[config.mk]
export PLATFORM = sky130hd
export DESIGN_NAME = resend_duplicate_detector
export DESIGN_NICKNAME = d
export VERILOG_FILES = /design/src/sv/rdd_pkg.sv /design/src/sv/resend_duplicate_detector.sv /design/src/sv/rdd_store.sv /design/src/sv/rdd_judge.sv
export SDC_FILE = /design/constraint.sdc
export NUM_CORES = 2
export LEC_CHECK = 0
export ABC_CLOCK_PERIOD_IN_PS = 5800
export BUFFER_PORTS_ARGS = -buffer_cell sky130_fd_sc_hd__buf_4
export CAP_MARGIN = 20
export CORE_MARGIN = 3
export CORE_UTILIZATION = 45
export DETAILED_ROUTE_END_ITERATION = 16
export MAX_ROUTING_LAYER = met4
export SKIP_CTS_REPAIR_TIMING = 1
export SYNTH_ARGS = -nofsm -noshare
export SYNTH_HDL_FRONTEND = slang
export SYNTH_SLANG_ARGS = --single-unit
[constraint.sdc]
create_clock -name clk -period 5.8 [get_ports clk]
set_input_delay 0 -clock clk [delete_from_list [all_inputs] [get_ports clk]]
set_output_delay 0 -clock clk [all_outputs]
set_load 0.01 [all_outputs]
[src/sv/rdd_pkg.sv]
package rdd_pkg;

    localparam int MAX_BYTES_DEF = 256;

    typedef struct packed {
        logic cmp;      // byte takes part in the comparison against the stored packet
        logic resend;
        logic last;
    } rdd_flags_t;

endpackage

[src/sv/resend_duplicate_detector.sv]
// A packet's result passes the store registers, then the result register, to out_valid.
// Throughput: one item per cycle; the result register frees the input side
// unless a finished result is stalled while another packet end waits behind it.
// Rate is set by the single-port byte store, read once per item and written once per stored byte.
// Reset (rst_n, asynchronous, active low) clears the length, position, resend
// mark and valid flags; the byte store holds no reset value.
module resend_duplicate_detector #(
    parameter int MAX_BYTES = rdd_pkg::MAX_BYTES_DEF
) (
    input  logic       clk,
    input  logic       rst_n,
    input  logic       in_valid,
    output logic       in_stall,
    input  logic [7:0] data_byte,
    input  logic       byte_present,
    input  logic       resend_flag,
    input  logic       packet_last,
    output logic       out_valid,
    input  logic       out_stall,
    output logic       is_duplicate
);
    import rdd_pkg::*;

    localparam int LW = $clog2(MAX_BYTES + 1);

    logic          accept;
    logic          hold;
    logic [7:0]    byte_q;
    logic [7:0]    stored_q;
    logic [LW-1:0] pos_q;
    logic [LW-1:0] len_q;
    rdd_flags_t    flags_q;

    assign in_stall = hold;
    assign accept   = in_valid && !hold;

    rdd_store #(
        .MAX_BYTES (MAX_BYTES)
    ) u_store (
        .clk          (clk),
        .rst_n        (rst_n),
        .accept       (accept),
        .data_byte    (data_byte),
        .byte_present (byte_present),
        .resend_flag  (resend_flag),
        .packet_last  (packet_last),
        .byte_q       (byte_q),
        .stored_q     (stored_q),
        .pos_q        (pos_q),
        .len_q        (len_q),
        .flags_q      (flags_q)
    );

    rdd_judge #(
        .LW (LW)
    ) u_judge (
        .clk          (clk),
        .rst_n        (rst_n),
        .accept       (accept),
        .byte_q       (byte_q),
        .stored_q     (stored_q),
        .pos_q        (pos_q),
        .len_q        (len_q),
        .flags_q      (flags_q),
        .hold         (hold),
        .out_valid    (out_valid),
        .out_stall    (out_stall),
        .is_duplicate (is_duplicate)
    );

endmodule

[src/sv/rdd_store.sv]
module rdd_store #(
    parameter int MAX_BYTES = rdd_pkg::MAX_BYTES_DEF,
    parameter int LW        = $clog2(MAX_BYTES + 1),
    parameter int AW        = (MAX_BYTES > 1) ? $clog2(MAX_BYTES) : 1
) (
    input  logic                clk,
    input  logic                rst_n,
    input  logic                accept,
    input  logic [7:0]          data_byte,
    input  logic                byte_present,
    input  logic                resend_flag,
    input  logic                packet_last,
    output logic [7:0]          byte_q,
    output logic [7:0]          stored_q,
    output logic [LW-1:0]       pos_q,
    output logic [LW-1:0]       len_q,
    output rdd_pkg::rdd_flags_t flags_q
);
    import rdd_pkg::*;

    logic [7:0]    mem [MAX_BYTES];
    logic [7:0]    rd_reg;
    logic [7:0]    byte_reg;
    logic [LW-1:0] pos_reg;
    logic [LW-1:0] len_reg;
    rdd_flags_t    flags_reg;

    logic [LW-1:0] byte_position_reg;
    logic [LW-1:0] byte_position_next;
    logic          in_range;
    logic          take;
    logic [LW-1:0] len_now;
    logic [AW-1:0] addr;

    assign in_range = (byte_position_reg < LW'(MAX_BYTES));
    assign take     = byte_present && in_range;
    assign len_now  = take ? (byte_position_reg + LW'(1)) : byte_position_reg;
    assign addr     = byte_position_reg[AW-1:0];

    always_comb
    begin
        byte_position_next = byte_position_reg;
        if (accept)
        begin
            byte_position_next = packet_last ? '0 : len_now;
        end
    end

    always_ff @(posedge clk or negedge rst_n)
    begin
        if (!rst_n)
        begin
            byte_position_reg <= '0;
        end
        else
        begin
            byte_position_reg <= byte_position_next;
        end
    end

    // Resend bytes never write; a stored byte's read at its address returns the old contents, which go unused
    always_ff @(posedge clk)
    begin
        if (accept)
        begin
            if (take && !resend_flag)
            begin
                mem[addr] <= data_byte;
            end
            rd_reg    <= mem[addr];
            byte_reg  <= data_byte;
            pos_reg   <= byte_position_reg;
            len_reg   <= len_now;
            flags_reg <= '{cmp: take && resend_flag, resend: resend_flag, last: packet_last};
        end
    end

    assign byte_q   = byte_reg;
    assign stored_q = rd_reg;
    assign pos_q    = pos_reg;
    assign len_q    = len_reg;
    assign flags_q  = flags_reg;

endmodule

[src/sv/rdd_judge.sv]
module rdd_judge #(
    parameter int LW = $clog2(rdd_pkg::MAX_BYTES_DEF + 1)
) (
    input  logic                clk,
    input  logic                rst_n,
    input  logic                accept,
    input  logic [7:0]          byte_q,
    input  logic [7:0]          stored_q,
    input  logic [LW-1:0]       pos_q,
    input  logic [LW-1:0]       len_q,
    input  rdd_pkg::rdd_flags_t flags_q,
    output logic                hold,
    output logic                out_valid,
    input  logic                out_stall,
    output logic                is_duplicate
);
    import rdd_pkg::*;

    logic          s1_valid_reg, s1_valid_next;
    logic          mismatch_seen_reg, mismatch_seen_next;
    logic          prev_resend_reg, prev_resend_next;
    logic [LW-1:0] stored_length_reg, stored_length_next;
    logic          out_valid_reg, out_valid_next;
    logic          dup_reg, dup_next;

    logic out_free;
    logic s1_go;
    logic mism;
    logic dup;

    assign out_free = !out_valid_reg || !out_stall;
    assign s1_go    = s1_valid_reg && (!flags_q.last || out_free);
    assign hold     = s1_valid_reg && !s1_go;

    assign mism = mismatch_seen_reg
                  || (flags_q.cmp && (pos_q < stored_length_reg) && (stored_q != byte_q));
    assign dup  = flags_q.resend && !prev_resend_reg && (len_q == stored_length_reg) && !mism;

    always_comb
    begin
        s1_valid_next      = accept || hold;
        mismatch_seen_next = mismatch_seen_reg;
        prev_resend_next   = prev_resend_reg;
        stored_length_next = stored_length_reg;
        out_valid_next     = out_valid_reg && out_stall;
        dup_next           = dup_reg;
        if (s1_go)
        begin
            if (flags_q.last)
            begin
                mismatch_seen_next = 1'b0;
                out_valid_next     = 1'b1;
                dup_next           = dup;
                if (!flags_q.resend)
                begin
                    stored_length_next = len_q;
                    prev_resend_next   = 1'b0;
                end
                else if (!dup)
                begin
                    prev_resend_next = 1'b1;
                end
            end
            else
            begin
                mismatch_seen_next = mism;
            end
        end
    end

    always_ff @(posedge clk or negedge rst_n)
    begin
        if (!rst_n)
        begin
            s1_valid_reg      <= 1'b0;
            mismatch_seen_reg <= 1'b0;
            prev_resend_reg   <= 1'b0;
            stored_length_reg <= '0;
            out_valid_reg     <= 1'b0;
        end
        else
        begin
            s1_valid_reg      <= s1_valid_next;
            mismatch_seen_reg <= mismatch_seen_next;
            prev_resend_reg   <= prev_resend_next;
            stored_length_reg <= stored_length_next;
            out_valid_reg     <= out_valid_next;
        end
    end

    always_ff @(posedge clk)
    begin
        dup_reg <= dup_next;
    end

    assign out_valid    = out_valid_reg;
    assign is_duplicate = dup_reg;

endmodule

==> impl_metrics.yaml <==
run_status:
  status: "finished clean"
critical_path:
  end_kind: "register"
  cp_top_family: "compound AO/OA/AOI/OAI gates"
  cp_cell_sequence: "buf_12 > buf_12 > mux4_2 > a22oi_1 > a21oi_1 > o41ai_1 > buf_4 > nand4_1"
  slowest_delay_ps: 990
  path_common_cell: "buf_12"
  arrival_ps: 5080
  required_ps: 6330
  critPathBufInv: 3
  path_max_fanout: 60
  r2r_cells: 8
  path_depth: 8
  crit_type: "reg2reg"
  start_kind: "register"
  cp_slowest_cell: "dfrtp_4"
sta:
  finalHoldViolations: 0
  fmax_mhz: 220
  final-setup-viol-count: 0
  worstMarginPinSlew_ps: 1150
  setup_tns_ps: 0
  skew_ps: 42.2
  timing.final.crit_period_ps: 4550
  hold-worst-slack_ps: 73.3
  rsz0062_at_grt: "false"
  report.final.slew_viol_count: 0
  maxSlewHeadroom_pct: 22.5
  timing.final.crit_share_pct: 78.5
routing:
  detail_route.drc_violations: 0
  via_per_inst: 6.04
  first_pass_iters: 5
  wl_um: 194000
  vias: 38500
  antenna_left: 0
  drtIter0Drc: 4670
  wl_per_cell_um: 30.5
global_routing:
  grt_use_total_pct: 21.7
  antenna_found_initial: 6
  grt_pass1_vias: 38700
  grt_overflow: 0
  grt_max_degree: 170
  grt_pass1_wl_um: 282000
pwr:
  swShare_pct: 21.6
  clock_power_share_pct: 40.4
  seq_power_share_pct: 52.9
  cellPowerDensity_nw_per_um2: 351
  p_sw_uw: 6890
  ir_worst_vdd_mv: 0.318
  intPower_uw: 25000
  power_leakage_uw: 0.0274
  pwr-share-comb_pct: 6.7
synthesis:
  syn_nets: 3736
  synth-edff-count: 2086
  ys.flop_type: "edfxtp_1"
  synth_top_area_share_pct: 77.6
  synth.avg_cell_area_um2: 21.8
  syn-cell-area_um2: 80700
  seq_area_frac_synth_pct: 78.3
  synthTopCellsByCount: "edfxtp_1, mux4_2, nor2_1"
  syn_inst: 3709
  synth_warnings: 0
  async_flop_share_pct: 1.04
  synth_cell_types: 38
  synth.area.top_cells: "edfxtp_1, mux4_2, a22oi_1"
  ys_ff_latch: 2108
  synth_most_common_cell: "edfxtp_1"
  yosysTopAreaCell: "edfxtp_1"
layout:
  design_area_um2: 90900
  drive_above_1_share_pct: 24.5
  nNetsFinal: 3884
  area_growth_pct: 12.6
  final_util_pct: 51.3
  largest_register_ffs: 2048
  nFillCells: 13900
  top_register: "u_store.mem"
die:
  std_cell_rows: 154
  die_w_um: 430
  die_h_um: 430
  start_util_pct: 45.5
  design.core.area_um2: 177000
  top_level_ports: 18
  die_area_um2: 185000
place:
  numPortBuffers: 17
  place_hpwl_um: 111000
  routabilityCongestion: 0.801
  dpl_cell_area_um2: 84200
run:
  cap_viol_max_count: 0
worst_hold_path:
  hold_path.class: "in2reg"
  hold_depth: 4
clocking:
  cts_tree: "built"
  clock_latency_ps: 830
  cts_root_buf: "clkbuf_16"
  h-tree-depth: 4
  cts_buffer_depth: 3
  clk_pin_slew_ps: 60
  cts_sinks: 2108
  cts_made_buffers: 204
[kinds of logic (layout without fill, tap and decap cells)]
family	Yosys count	count (layout)	share of synthesized area, %
flip-flops	2108	2108	78.3
multiplexers	521	521	14.4
AO/OA/AOI/OAI	441	441	3.72
AND/OR/NAND/NOR	357	357	1.78
buffers and inverters	246	564	1.37
XOR/XNOR	24	24	0.260
adder cells (fa/ha/maj)	12	12	0.186
other	0	2	0
[path summary, 6_finish.rpt]
check / from / end / slack, ps
worst max register to register: u_store.byte_position_reg[0]$_DFFE_PN0P_ / u_store.stored_q[5]$_DFFE_PP_ / 1250
worst max-delay path: u_store.byte_position_reg[0]$_DFFE_PN0P_ / u_store.stored_q[5]$_DFFE_PP_ / 1250
worst min register to register: u_store.flags_q[0]$_DFFE_PP_ / u_judge.mismatch_seen_reg$_DFFE_PN0P_ / 530
max in group asynchronous: rst_n / u_store.byte_position_reg[0]$_DFFE_PN0P_ / 5460
min in group asynchronous: rst_n / u_judge.prev_resend_reg$_DFFE_PN0P_ / 180
worst min-delay path: packet_last / u_store.byte_position_reg[0]$_DFFE_PN0P_ / 70
[power groups by stage]
| stage | logic, uW | registers (uW) | clock network (uW) |
|---|---|---|---|
| 2_1_floorplan | 1400 | 17100 | 0 |
| 3_3_place_gp | 2140 | 17200 | 0 |
| 3_5_place_dp | 2160 | 17200 | 0 |
| 4_1_cts | 2160 | 16900 | 13100 |
| 5_1_grt | 2290 | 16900 | 13700 |
| 6_report | 2140 | 16900 | 12900 |
[worst register-to-register path: stages, from the launching register on]
cell	delay [ps]
dfrtp_4	990
buf_12	570
buf_12	450
mux4_2	560
a22oi_1	200
a21oi_1	170
o41ai_1	960
buf_4	270
nand4_1	90
[layer usage]
metal / global-route usage [%] / wire length (um) / up-vias
li1: - / - / 16000
met4: 6.18 / 5230 / 0
met2: 32.4 / 92500 / 1443
met3: 3.47 / 13000 / 292
met1: 31.2 / 83500 / 20800
met5: - / 0 / -
[per-stage QoR]
stage          instances  worst slack [ps]  total power (uW)
6_report            6369              1250             31900
5_1_grt             6368              1010             32800
4_1_cts             6344              1200             32100
3_5_place_dp        5968              1210             19300
3_3_place_gp        5961              1030             19300
2_1_floorplan       3709              3240             18500
[final cells by class]
type | instances | area [um2] | area share, %
Tap cell | 2340 | 2930 | 3.22
Timing Repair Buffer | 173 | 1680 | 1.84
Antenna cell | 2 | 5.00 | 0.00551
Clock buffer | 262 | 5490 | 6.04
Multi-Input combinational cell | 1355 | 16600 | 18.2
Sequential cell | 2108 | 63200 | 69.5
Clock inverter | 114 | 975 | 1.07
Inverter | 15 | 56.3 | 0.0620
[cells in the final DEF (no fill, tap or decap), drive strengths merged, types with 2 or more instances in the layout]
cell type,instances
edfxtp,2086
mux4,512
nor2,267
clkbuf,262
a22oi,256
buf,153
a21oi,132
clkinv,91
nand2,49
o41ai,32
dfrtp,22
dlygate4sd3,20
inv,20
nand4,13
xnor2,13
bufinv,13
ha,12
xor2,11
o21ai,9
mux2,9
nor2b,6
clkinvlp,5
nand2b,5
a22o,4
and2,4
nand3,3
nor4,3
a21o,3
diode,2
or2,2
or4,2
Power figures use the tool's default switching activity.
